<file path="config.mk">
export PLATFORM = sky130hd
export DESIGN_NAME = bresenham_line_stepper_unit
export DESIGN_NICKNAME = d
export VERILOG_FILES = /design/src/hw/rtl/blsu_pkg.sv /design/src/hw/rtl/bresenham_line_stepper_unit.sv /design/src/hw/rtl/blsu_ctrl.sv /design/src/hw/rtl/blsu_datapath.sv
export VERILOG_INCLUDE_DIRS = /design/src /design/src/hw/rtl
export SDC_FILE = /design/constraint.sdc
export NUM_CORES = 1
export LEC_CHECK = 0
export BUFFER_PORTS_ARGS = -buffer_cell sky130_fd_sc_hd__buf_4
export CORE_UTILIZATION = 58
export CTS_CLUSTER_SIZE = 16
export DETAILED_ROUTE_END_ITERATION = 12
export GPL_ROUTABILITY_DRIVEN = 0
export MAX_ROUTING_LAYER = met4
export PLACE_DENSITY = 0.89
export SLEW_MARGIN = 25
export SYNTH_ARGS = -nofsm -noshare
export SYNTH_HDL_FRONTEND = slang
export SYNTH_SLANG_ARGS = --single-unit
export TNS_END_PERCENT = 20
</file>
<file path="constraint.sdc">
create_clock -name clk_i -period 5.6 [get_ports clk_i]
set_input_delay 0.56 -clock clk_i [delete_from_list [all_inputs] [get_ports clk_i]]
set_output_delay 0.56 -clock clk_i [all_outputs]
set_load 0.01 [all_outputs]
</file>
<file path="src/hw/rtl/assert_macros.svh">
// Assertion helpers used by the top-level RTL file.
`ifndef ASSERT_MACROS_SVH
`define ASSERT_MACROS_SVH

// Same-cycle implication, disabled while the active-low reset is asserted.
`define ASSERT_IMPL(label, clk, rst_n, ante, cons, msg) \
  label: assert property (@(posedge clk) disable iff (!(rst_n)) (ante) |-> (cons)) \
    else $error(msg);

// Next-cycle implication, disabled while the active-low reset is asserted.
`define ASSERT_NEXT(label, clk, rst_n, ante, cons, msg) \
  label: assert property (@(posedge clk) disable iff (!(rst_n)) (ante) |=> (cons)) \
    else $error(msg);

`endif

</file>
<file path="src/hw/rtl/blsu_pkg.sv">
`timescale 1ns / 1ps

package blsu_pkg;

  localparam int unsigned COORD_BITS_DEF = 12;
  localparam int unsigned MAX_POINTS_DEF = 64;

  // Clip registers
  localparam int unsigned CLIP_W = 11;
  localparam logic [CLIP_W-1:0] CLIP_RESET = 11'd2047;

  localparam int unsigned CFG_IDX_W = 1;
  localparam logic [CFG_IDX_W-1:0] CFG_CLIP_WIDTH  = 1'b0;
  localparam logic [CFG_IDX_W-1:0] CFG_CLIP_HEIGHT = 1'b1;

  // Controller -> datapath
  typedef struct packed {
    logic load;
    logic step;
  } cmd_t;

  // Datapath -> controller
  typedef struct packed {
    logic last;
  } status_t;

endpackage

</file>
<file path="src/hw/rtl/bresenham_line_stepper_unit.sv">
`timescale 1ns / 1ps
// Channel | Direction | Handshake               | Payload
// --------+-----------+-------------------------+----------------------------------------
// in      | input     | in_valid_i / in_ready_o | x_start_i y_start_i x_end_i y_end_i
// out     | output    | out_valid_o/out_ready_i | pixel_x_o pixel_y_o in_window_o
//         |           |                         | last_point_o span_error_o
// cfg     | input     | cfg_we_i                | cfg_idx_i cfg_wdata_i
//
// A line is first loaded from the input word, then its points come one per cycle from the
// stepping registers while out_ready_i is high; a line has up to MAX_POINTS points.
// A line with a span above MAX_POINTS - 1 gives one error word after the load cycle.
// in_ready_o is high only while no line is in flight.
// A stall on out_ready_i holds the current point; reset returns to idle, clip = 2047.

`include "assert_macros.svh"

module bresenham_line_stepper_unit #(
  parameter int unsigned COORD_BITS = blsu_pkg::COORD_BITS_DEF,
  parameter int unsigned MAX_POINTS = blsu_pkg::MAX_POINTS_DEF
) (
  input  logic                           clk_i,
  input  logic                           rst_ni,
  input  logic                           cfg_we_i,
  input  logic [blsu_pkg::CFG_IDX_W-1:0] cfg_idx_i,
  input  logic [blsu_pkg::CLIP_W-1:0]    cfg_wdata_i,
  input  logic                           in_valid_i,
  output logic                           in_ready_o,
  input  logic signed [COORD_BITS-1:0]   x_start_i,
  input  logic signed [COORD_BITS-1:0]   y_start_i,
  input  logic signed [COORD_BITS-1:0]   x_end_i,
  input  logic signed [COORD_BITS-1:0]   y_end_i,
  output logic                           out_valid_o,
  input  logic                           out_ready_i,
  output logic signed [COORD_BITS-1:0]   pixel_x_o,
  output logic signed [COORD_BITS-1:0]   pixel_y_o,
  output logic                           in_window_o,
  output logic                           last_point_o,
  output logic                           span_error_o
);

  blsu_pkg::cmd_t    cmd;
  blsu_pkg::status_t status;

  blsu_ctrl u_ctrl (
    .clk_i       (clk_i),
    .rst_ni      (rst_ni),
    .in_valid_i  (in_valid_i),
    .in_ready_o  (in_ready_o),
    .out_valid_o (out_valid_o),
    .out_ready_i (out_ready_i),
    .status_i    (status),
    .cmd_o       (cmd)
  );

  blsu_datapath #(
    .COORD_BITS (COORD_BITS),
    .MAX_POINTS (MAX_POINTS)
  ) u_datapath (
    .clk_i        (clk_i),
    .rst_ni       (rst_ni),
    .cfg_we_i     (cfg_we_i),
    .cfg_idx_i    (cfg_idx_i),
    .cfg_wdata_i  (cfg_wdata_i),
    .cmd_i        (cmd),
    .status_o     (status),
    .x_start_i    (x_start_i),
    .y_start_i    (y_start_i),
    .x_end_i      (x_end_i),
    .y_end_i      (y_end_i),
    .pixel_x_o    (pixel_x_o),
    .pixel_y_o    (pixel_y_o),
    .in_window_o  (in_window_o),
    .last_point_o (last_point_o),
    .span_error_o (span_error_o)
  );

  `ASSERT_IMPL(a_no_overlap, clk_i, rst_ni, out_valid_o, !in_ready_o, "accept while emitting")
  `ASSERT_NEXT(a_load_emits, clk_i, rst_ni, in_valid_i && in_ready_o, out_valid_o, "no word after load")
  `ASSERT_IMPL(a_err_is_last, clk_i, rst_ni, out_valid_o && span_error_o, last_point_o && !in_window_o, "error word not last")
  `ASSERT_NEXT(a_last_idles, clk_i, rst_ni, out_valid_o && out_ready_i && last_point_o, in_ready_o, "no idle after last")

endmodule

</file>
<file path="src/hw/rtl/blsu_ctrl.sv">
`timescale 1ns / 1ps

module blsu_ctrl (
  input  logic              clk_i,
  input  logic              rst_ni,
  input  logic              in_valid_i,
  output logic              in_ready_o,
  output logic              out_valid_o,
  input  logic              out_ready_i,
  input  blsu_pkg::status_t status_i,
  output blsu_pkg::cmd_t    cmd_o
);

  localparam logic ST_IDLE = 1'b0;
  localparam logic ST_EMIT = 1'b1;

  logic state_q, state_d;

  always_comb begin
    state_d = state_q;
    unique case (state_q)
      ST_IDLE: begin
        if (in_valid_i) begin
          state_d = ST_EMIT;
        end
      end
      ST_EMIT: begin
        if (out_ready_i && status_i.last) begin
          state_d = ST_IDLE;
        end
      end
      default: state_d = ST_IDLE;
    endcase
  end

  always_ff @(posedge clk_i or negedge rst_ni) begin
    if (!rst_ni) begin
      state_q <= ST_IDLE;
    end else begin
      state_q <= state_d;
    end
  end

  assign in_ready_o  = (state_q == ST_IDLE);
  assign out_valid_o = (state_q == ST_EMIT);
  assign cmd_o.load  = in_ready_o && in_valid_i;
  assign cmd_o.step  = out_valid_o && out_ready_i && !status_i.last;

endmodule

</file>
<file path="src/hw/rtl/blsu_datapath.sv">
`timescale 1ns / 1ps

module blsu_datapath #(
  parameter int unsigned COORD_BITS = blsu_pkg::COORD_BITS_DEF,
  parameter int unsigned MAX_POINTS = blsu_pkg::MAX_POINTS_DEF
) (
  input  logic                            clk_i,
  input  logic                            rst_ni,
  input  logic                            cfg_we_i,
  input  logic [blsu_pkg::CFG_IDX_W-1:0]  cfg_idx_i,
  input  logic [blsu_pkg::CLIP_W-1:0]     cfg_wdata_i,
  input  blsu_pkg::cmd_t                  cmd_i,
  output blsu_pkg::status_t               status_o,
  input  logic signed [COORD_BITS-1:0]    x_start_i,
  input  logic signed [COORD_BITS-1:0]    y_start_i,
  input  logic signed [COORD_BITS-1:0]    x_end_i,
  input  logic signed [COORD_BITS-1:0]    y_end_i,
  output logic signed [COORD_BITS-1:0]    pixel_x_o,
  output logic signed [COORD_BITS-1:0]    pixel_y_o,
  output logic                            in_window_o,
  output logic                            last_point_o,
  output logic                            span_error_o
);

  localparam int unsigned CLIP_W = blsu_pkg::CLIP_W;
  localparam int unsigned DIFF_W = COORD_BITS + 1;
  localparam int unsigned SPAN_W = $clog2(MAX_POINTS);
  localparam int unsigned ERR_W  = SPAN_W + 3;
  localparam int unsigned CMP_W  = ((COORD_BITS > CLIP_W) ? COORD_BITS : CLIP_W) + 1;
  localparam logic [DIFF_W-1:0] SPAN_MAX = DIFF_W'(MAX_POINTS - 1);

  // Clip registers
  logic [CLIP_W-1:0] clip_w_q, clip_h_q;

  always_ff @(posedge clk_i or negedge rst_ni) begin
    if (!rst_ni) begin
      clip_w_q <= blsu_pkg::CLIP_RESET;
      clip_h_q <= blsu_pkg::CLIP_RESET;
    end else if (cfg_we_i) begin
      unique case (cfg_idx_i)
        blsu_pkg::CFG_CLIP_WIDTH:  clip_w_q <= cfg_wdata_i;
        blsu_pkg::CFG_CLIP_HEIGHT: clip_h_q <= cfg_wdata_i;
        default: ;
      endcase
    end
  end

  // Set-up arithmetic on the incoming word
  logic signed [DIFF_W-1:0] dxs, dys;
  logic [DIFF_W-1:0]        adx, ady;
  logic                     ovf, dir_x, dir_y;

  always_comb begin
    dxs   = $signed({x_end_i[COORD_BITS-1], x_end_i})
          - $signed({x_start_i[COORD_BITS-1], x_start_i});
    dys   = $signed({y_end_i[COORD_BITS-1], y_end_i})
          - $signed({y_start_i[COORD_BITS-1], y_start_i});
    adx   = dxs[DIFF_W-1] ? DIFF_W'(-dxs) : DIFF_W'(dxs);
    ady   = dys[DIFF_W-1] ? DIFF_W'(-dys) : DIFF_W'(dys);
    ovf   = (adx > SPAN_MAX) || (ady > SPAN_MAX);
    // equal coordinates count as a negative direction
    dir_x = dxs[DIFF_W-1] || (dxs == '0);
    dir_y = dys[DIFF_W-1] || (dys == '0);
  end

  // Line state
  logic signed [COORD_BITS-1:0] cur_x_q, cur_y_q, tgt_x_q, tgt_y_q;
  logic signed [COORD_BITS-1:0] cur_x_d, cur_y_d;
  logic signed [ERR_W-1:0]      err_q, err_d, ndy_q, dx_ext, ndy_init;
  logic [SPAN_W-1:0]            dx_q;
  logic [1:0]                   dirs_q;
  logic                         ovf_q;
  logic signed [ERR_W:0]        e2, ndy_e2, dx_e2;
  logic                         step_x, step_y;

  function automatic logic signed [ERR_W-1:0] dx_ext_init(input logic [SPAN_W-1:0] span);
    return $signed(ERR_W'(span));
  endfunction

  always_comb begin
    dx_ext   = $signed(ERR_W'(dx_q));
    ndy_init = $signed(ERR_W'(0) - ERR_W'(ady[SPAN_W-1:0]));
    e2       = $signed({err_q, 1'b0});
    ndy_e2   = $signed({ndy_q[ERR_W-1], ndy_q});
    dx_e2    = $signed({dx_ext[ERR_W-1], dx_ext});
    step_x   = (e2 >= ndy_e2);
    step_y   = (e2 <= dx_e2);
    err_d    = err_q + (step_x ? ndy_q : ERR_W'(0)) + (step_y ? dx_ext : ERR_W'(0));
    cur_x_d  = cur_x_q;
    cur_y_d  = cur_y_q;
    if (step_x) begin
      cur_x_d = dirs_q[0] ? cur_x_q - COORD_BITS'(1) : cur_x_q + COORD_BITS'(1);
    end
    if (step_y) begin
      cur_y_d = dirs_q[1] ? cur_y_q - COORD_BITS'(1) : cur_y_q + COORD_BITS'(1);
    end
  end

  always_ff @(posedge clk_i or negedge rst_ni) begin
    if (!rst_ni) begin
      ovf_q <= 1'b0;
    end else if (cmd_i.load) begin
      ovf_q <= ovf;
    end
  end

  always_ff @(posedge clk_i or negedge rst_ni) begin
    if (!rst_ni) begin
      cur_x_q <= '0;
      cur_y_q <= '0;
      tgt_x_q <= '0;
      tgt_y_q <= '0;
      dx_q    <= '0;
      ndy_q   <= '0;
      err_q   <= '0;
      dirs_q  <= '0;
    end else if (cmd_i.load) begin
      cur_x_q <= x_start_i;
      cur_y_q <= y_start_i;
      tgt_x_q <= x_end_i;
      tgt_y_q <= y_end_i;
      dx_q    <= adx[SPAN_W-1:0];
      ndy_q   <= ndy_init;
      err_q   <= dx_ext_init(adx[SPAN_W-1:0]) + ndy_init;
      dirs_q  <= {dir_y, dir_x};
    end else if (cmd_i.step) begin
      cur_x_q <= cur_x_d;
      cur_y_q <= cur_y_d;
      err_q   <= err_d;
    end
  end

  // Window test in a width that holds both operands
  logic signed [CMP_W-1:0] x_cmp, y_cmp, w_cmp, h_cmp;
  logic                    vis;

  always_comb begin
    x_cmp = $signed({{(CMP_W-COORD_BITS){cur_x_q[COORD_BITS-1]}}, cur_x_q});
    y_cmp = $signed({{(CMP_W-COORD_BITS){cur_y_q[COORD_BITS-1]}}, cur_y_q});
    w_cmp = $signed({{(CMP_W-CLIP_W){1'b0}}, clip_w_q});
    h_cmp = $signed({{(CMP_W-CLIP_W){1'b0}}, clip_h_q});
    vis   = (x_cmp > $signed(CMP_W'(0))) && (x_cmp < w_cmp)
         && (y_cmp > $signed(CMP_W'(0))) && (y_cmp < h_cmp);
  end

  assign pixel_x_o     = cur_x_q;
  assign pixel_y_o     = cur_y_q;
  assign in_window_o   = vis && !ovf_q;
  assign last_point_o  = ovf_q || ((cur_x_q == tgt_x_q) && (cur_y_q == tgt_y_q));
  assign span_error_o  = ovf_q;
  assign status_o.last = last_point_o;

endmodule
</file>
; ---- Word level (Yosys, flattened, before mapping)
; Cells that the tools add are included.
[word_totals]
reg_bits = 96
input_bits = 65
out_inout_bits = 29
elab_cells = 77
[op_classes]
add_sub_neg = 12
magnitude_cmp = 8
eq_ne = 2
n_mux = 17
bitwise = 2
reduce_logical = 24
[op_table]
columns = op, n
row1 = $mux 12, 8
row2 = $mux 9, 3
row3 = $gt 13x6->1 const B, 2
row4 = $logic_not 13->1, 2
row5 = $mux 13, 2
row6 = $neg 13->13, 2
row7 = $sub 12x12->13, 2
row8 = $add 12x2->12 const B, 2
row9 = $eq 12x12->1, 2
row10 = $gt 12x1->1 const B, 2
row11 = $lt 12x12->1, 2
row12 = $sub 12x2->12 const B, 2
row13 = $add 9x9->9, 2
row14 = $ge 10x7->1, 1
row15 = $le 10x7->1, 1
row16 = $logic_and 1x1->1, 9
row17 = $add 7x7->8, 1
row18 = $reduce_and 2->1, 4
row19 = $sub 1x6->7 const A, 1
row20 = $mux 6, 1
row21 = $reduce_bool 2->1, 3
row22 = $logic_or 1x1->1, 4
row23 = $logic_not 1->1, 2
row24 = $mux 1, 2
row25 = other kinds (2), 3

; ---- Depth between registers and ports, before layout
[depth]
depth_word = 7
ltp_mapped = 23
mapped_depth_nobuf = 22

; ---- By module
; From an unflattened synthesis, not the netlist that was laid out.
[unflattened]
hier_cells = 1018
area_unflattened_um2 = 8814.7
[by_module_without_submodules]
columns = mod, n_inst, cells_each, area_each_um2, seq_area_each_um2
row1 = blsu_datapath, 1, 1012, 8754.6, 2404.8
row2 = blsu_ctrl, 1, 6, 60.1, 25.0

; ---- Worst setup path after synthesis
; Ideal clock, no wire load.
[synth_path]
path_type = input to register
from = input port y_end_i[0]
to = register u_datapath.err_q[8]
setup_ns = 0.087
t_arrival_ns = 4.198
required_time_ns = 5.513
path_slack_ns = 1.315
cell_stages = 19
path_buffers = 1
path_cell_list = inv_1 -> ha_1 -> fa_1 -> nor2b_1 -> o31a_1 -> o2111ai_1 -> a32o_1 -> buf_2 -> o21a_1 -> ha_1 -> xnor2_1 -> xnor2_1 -> ha_1 -> a21oi_1 -> o21bai_1 -> a21oi_1 -> nor2b_1 -> or4_1 -> o211ai_1
[synth_between]
elab_chain_cells = 6
[synth_lines]
columns = element, line
row1 = "start, declared", bresenham_line_stepper_unit.sv:31  ; input logic signed [COORD_BITS-1:0] y_end_i,
row2 = $sub 12x12->13 (*), blsu_datapath.sv:57  ; - $signed({y_start_i[COORD_BITS-1], y_start_i});
row3 = $neg 13->13, blsu_datapath.sv:59  ; ady = dys[DIFF_W-1] ? DIFF_W'(-dys) : DIFF_W'(dys);
row4 = $mux 13 (*), blsu_datapath.sv:59
row5 = $sub 1x6->7 (*), blsu_datapath.sv:82  ; ndy_init = $signed(ERR_W'(0) - ERR_W'(ady[SPAN_W-1:0]));
row6 = net u_datapath.ndy_init[2], blsu_datapath.sv:69  ; logic signed [ERR_W-1:0] err_q, err_d, ndy_q, dx_ext, ndy_init;
row7 = $add 7x7->8 (*), blsu_datapath.sv:124  ; err_q <= dx_ext_init(adx[SPAN_W-1:0]) + ndy_init;
row8 = $mux 9 (*), blsu_datapath.sv:117  ; end else if (cmd_i.load) begin
row9 = "end signal, assigned", blsu_datapath.sv:124
row10 = "end signal, assigned", blsu_datapath.sv:129  ; err_q <= err_d;
row11 = "end, declared", blsu_datapath.sv:69
; Mark *: on every way through the listed nets, which the timed path passes. The rest lies on a longest branch.
; A chain may end at the register's enable or synchronous reset.

; ---- Worst setup path in the final report
[layout_path]
from = register u_datapath.err_q[0]
to = register u_datapath.err_q[8]
[layout_between]
elab_chain_cells = 6
[layout_lines]
columns = element, line
row1 = $ge 10x7->1, blsu_datapath.sv:86  ; step_x = (e2 >= ndy_e2);
row2 = $mux 9, blsu_datapath.sv:88  ; err_d = err_q + (step_x ? ndy_q : ERR_W'(0)) + (step_y ? dx_ext : ERR_W'(0));
row3 = $add 9x9->9, blsu_datapath.sv:88
row4 = $add 9x9->9 (*), blsu_datapath.sv:88
row5 = $mux 9 (*), blsu_datapath.sv:126  ; end else if (cmd_i.step) begin
row6 = $mux 9 (*), blsu_datapath.sv:117
; Mark *: on every way between the ends. The rest lies on a longest branch, timed or not. The select of a mux whose other input is x is not followed.

==> results.txt <==
----------------------------------------------------
[Critical path]
  Highest net fanout along the worst path ... 9
  Signal arrival time at the worst endpoint ... roughly 5000 ps
  End of the worst register-to-register path ... u_datapath.err_q[8]
  Reg-to-reg startpoint ... u_datapath.err_q[0]
  Kind of start point of the critical path ... register
  Worst reg2reg path depth ... 20
  Type of the setup path with the least slack ... reg -> reg
  R2R setup slack ... 880 ps
  CP Data Required Time ... about 6000 ps
  Kind of end point of the critical path ... register

[Min path]
  Class of the worst hold path ... in -> async

[Clock network]
  Post-cts hold buffer count ... 0
  TritonCTS buffer count ... 9
  CTS Root Cell ... sky130_fd_sc_hd__clkbuf_16
  H-tree depth reported by CTS ... 3
  Max clock buf depth ... 2
  Clock tree from TritonCTS ... done
  Number of buffers inserted to repair setup after CTS ... 0
  Clock latency reported for the late side of the worst-skew pair ... between 300 and 400 ps
  Quantity of gates resized following cts ... 0
  Clock Sinks ... 96
  Clock transition at the registers of the reported paths ... 70 ps

[Routing]
  Length of the first detailed-routing pass in iterations ... 5
  Detailed router's first-iteration violation count ... between 700 and 800
  DRC violations left ... 0
  Average via count per standard cell ... ~6.3
  Via count ... approximately 8100
  Total Routed Length ... between 20 and 25 mm
  Wire length per cell ... roughly 18 um
  Count of antenna-violating nets left after detailed routing ... 0

[Run]
  Max-cap violations ... 0

[Global routing]
  Total global routing track utilization ... around a third
  Number of global-route vias before repair ... ~7600
  Pin count of the biggest net entering global routing ... 62
  Initial antenna violation count ... 0
  Total congestion overflow ... 0
  First-pass GRT wire length ... between 30 and 40 mm

[Status]
  Outcome ... finished clean

[Logic synthesis]
  Leading cell type by number of instances after synthesis ... sky130_fd_sc_hd__nand2_1
  Number of warnings reported in the yosys synthesis log ... 0
  Synthesized net count ... 1191
  Cell types with the highest counts after synthesis ... 140 x sky130_fd_sc_hd__nand2_1, 106 x sky130_fd_sc_hd__inv_1, 97 x sky130_fd_sc_hd__ha_1
  Synth Area per Inst ... between 8 and 9 um2
  Flops & latches, synth ... 96
  Post-synthesis cell type with the largest combined area ... sky130_fd_sc_hd__dfrtp_1
  Main flop type after synthesis ... sky130_fd_sc_hd__dfrtp_1
  Area share of the largest cell type after synthesis ... 21.5%
  Sequential cell area fraction in the yosys report ... 28.2%
  Cell types occupying the most area after synthesis ... sky130_fd_sc_hd__dfrtp_1 21%, sky130_fd_sc_hd__ha_1 14%, sky130_fd_sc_hd__dfstp_2 6.7%
  Synth cell types ... 73
  Async set-or-reset flop fraction in the synthesized netlist ... 100%
  Number of enable flip-flop cells after synthesis ... 0
  Number of instances in the synthesized netlist ... just over 1000
  Synthesized area ... about 0.0086 mm2

[Power and ir drop]
  Worst vdd ir ... between 0.2 and 0.3 mV
  Sequential cell fraction of total power ... around 27%
  Combinational Power Share ... between 50% and 60%
  Part of the total power dissipated in the clock network ... between 10% and 20%
  Cell-internal power ... 2.46 mW
  Leak ... about 4.7 nW
  Tot Pwr ... 4.52 mW
  Switching Power ... between 2 and 2.5 mW
  Total power density per cell area ... between 400 and 500 mW/mm2
  Switching part of the total ... between 40% and 50%

[STA]
  Setup repair after global routing missed its margin ... false
  Count of pins over their slew limit ... 0
  Sum of negative setup slack ... 0 ps
  Final clock period utilization by the worst path ... between 80% and 90%
  Pin slew with the least headroom to its limit ... roughly 780 ps
  Final count of hold timing violations ... 0
  Slew HR ... about 48%
  Fmax ... approximately 210 MHz
  Final setup viols ... 0
  Fin Clk Skew ... 11.1 ps
  Clock period minus worst slack ... ~4700 ps

[Floorplan]
  Effective utilization at floorplan ... approximately 59%
  Standard-cell rows ... 44
  Std-Cell Core Area ... ~0.015 mm2
  Overall die area ... 0.0154 mm2
  Die Ht ... approximately 120 um
  Die boundary width ... between 100 and 150 um
  Number of primary I/O pins ... 94

[Layout]
  Area Overhead vs Synth ... 13.8%
  Total Nets Final ... about 1300
  Final cell count without fillers ... between 1000 and 1500
  Diodes inserted ... 0
  Count of filler cells inserted in the layout ... ~1100
  Summed area of non-filler cells in the final layout ... just under 0.01 mm2
  Share of final-layout standard cells stronger than drive strength 1 ... around 15%

[Place]
  Number of placed instances with taps included ... approximately 1300
  Count of input and output buffers ... slightly above 90
  Placement Cell Area ... roughly 0.0095 mm2
  Detail Placement HPWL ... about 17 mm

----------------------------------------------------
-- cell families (layout without fill, tap and decap cells) --
family	count (synthesis)	count (layout)	synth area share, %
simple gates	318	318	17.7
fa+ha+maj	109	109	16.8
xor+xnor	73	73	7.41
compound gates	266	266	21.2
flops	96	96	28.2
mux	23	23	2.87
buf+inv	132	220	5.76
-- power by group through the flow --
stage | clock, mW | combinational, mW | sequential, mW
global placement | 0 | 2.46 | 1.21
detailed placement | 0 | 2.59 | 1.22
CTS | 0.628 | 2.63 | 1.21
global route | 0.658 | 2.97 | 1.24
floorplan | 0 | 1.95 | 1.14
finish | 0.629 | 2.67 | 1.22
-- sequential cells by signal (all words and copies together), names as in the netlist, 7 cells and up --
signal / count
u_datapath.tgt_x_q: 12
u_datapath.pixel_y_o: 12
u_datapath.clip_h_q: 11
u_datapath.err_q: 9
u_datapath.tgt_y_q: 12
u_datapath.clip_w_q: 11
u_datapath.pixel_x_o: 12
u_datapath.ndy_q: 7
-- metrics by stage --
step	utilization [%]	setup slack, ps	hold WS, ps
after floorplan	-	1320	264
after global placement	65.4	1020	461
after detailed placement	65.4	830	484
after CTS	67.5	1000	315
after global routing	67.6	658	354
final	67.6	875	296
-- worst max-delay path by stage --
| stage | end | slack (ps) | startpoint |
|---|---|---|---|
| after floorplan | u_datapath.err_q[8] | 1320 | y_end_i[0] |
| after global placement | u_datapath.err_q[8] | 1020 | y_start_i[0] |
| after detailed placement | u_datapath.err_q[8] | 830 | y_start_i[0] |
| after CTS | u_datapath.err_q[8] | 1000 | u_datapath.err_q[0] |
| after global routing | u_datapath.err_q[8] | 660 | u_datapath.err_q[0] |
| final | u_datapath.err_q[8] | 880 | u_datapath.err_q[0] |
-- worst max-delay path, cell delays in order, from the launching register on --
cell,delay [ps]
sky130_fd_sc_hd__dfrtp_1,460
sky130_fd_sc_hd__ha_1,320
sky130_fd_sc_hd__nor2b_1,150
sky130_fd_sc_hd__o21a_1,110
sky130_fd_sc_hd__o21ai_0,80
sky130_fd_sc_hd__a21oi_1,150
sky130_fd_sc_hd__a211oi_1,110
sky130_fd_sc_hd__a21oi_1,580
sky130_fd_sc_hd__nand2_1,150
sky130_fd_sc_hd__fa_1,560
sky130_fd_sc_hd__inv_1,70
sky130_fd_sc_hd__ha_1,290
sky130_fd_sc_hd__a21o_1,180
sky130_fd_sc_hd__a21oi_1,240
sky130_fd_sc_hd__nor2b_1,80
sky130_fd_sc_hd__o21a_1,190
sky130_fd_sc_hd__o41a_1,330
sky130_fd_sc_hd__xnor2_1,170
sky130_fd_sc_hd__xnor2_1,160
sky130_fd_sc_hd__a21o_1,140
sky130_fd_sc_hd__o211ai_1,90
-- placed cells by master (no fill, tap or decap), types with 12 or more instances in the layout --
master | synthesis | layout
sky130_fd_sc_hd__a21o_1 | 31 | 31
sky130_fd_sc_hd__a21oi_1 | 45 | 43
sky130_fd_sc_hd__buf_4 | 0 | 98
sky130_fd_sc_hd__dfrtp_1 | 74 | 74
sky130_fd_sc_hd__dfstp_2 | 22 | 22
sky130_fd_sc_hd__fa_1 | 12 | 12
sky130_fd_sc_hd__ha_1 | 97 | 97
sky130_fd_sc_hd__inv_1 | 106 | 106
sky130_fd_sc_hd__mux2_2 | 14 | 14
sky130_fd_sc_hd__nand2_1 | 140 | 139
sky130_fd_sc_hd__nand3_1 | 12 | 12
sky130_fd_sc_hd__nand4_1 | 14 | 14
sky130_fd_sc_hd__nor2_1 | 45 | 45
sky130_fd_sc_hd__nor2b_1 | 15 | 14
sky130_fd_sc_hd__nor3_1 | 21 | 21
sky130_fd_sc_hd__nor4_1 | 15 | 15
sky130_fd_sc_hd__o21ai_0 | 73 | 72
sky130_fd_sc_hd__xnor2_1 | 52 | 52
sky130_fd_sc_hd__xor2_1 | 21 | 21
-- metal layers --
layer / vias up / wire length [um] / GRT usage, %
met4: 0 / 947 / 15.5
met1: 3846 / 9810 / 40.5
met5: - / 0 / -
met2: 398 / 10700 / 49.5
met3: 73 / 1940 / 4.12
li1: 3803 / - / -
-- cell type report --
type / instances / area, um2 / share of cell area, %
multi-input combinational: 789 / 5730 / 58.3
sequential: 96 / 2430 / 24.7
timing repair buffer: 98 / 736 / 7.49
inverter: 106 / 398 / 4.05
clock buffer: 10 / 239 / 2.43
tap: 184 / 230 / 2.34
clock inverter: 6 / 60.1 / 0.612
(Power assumes the default switching activity.)
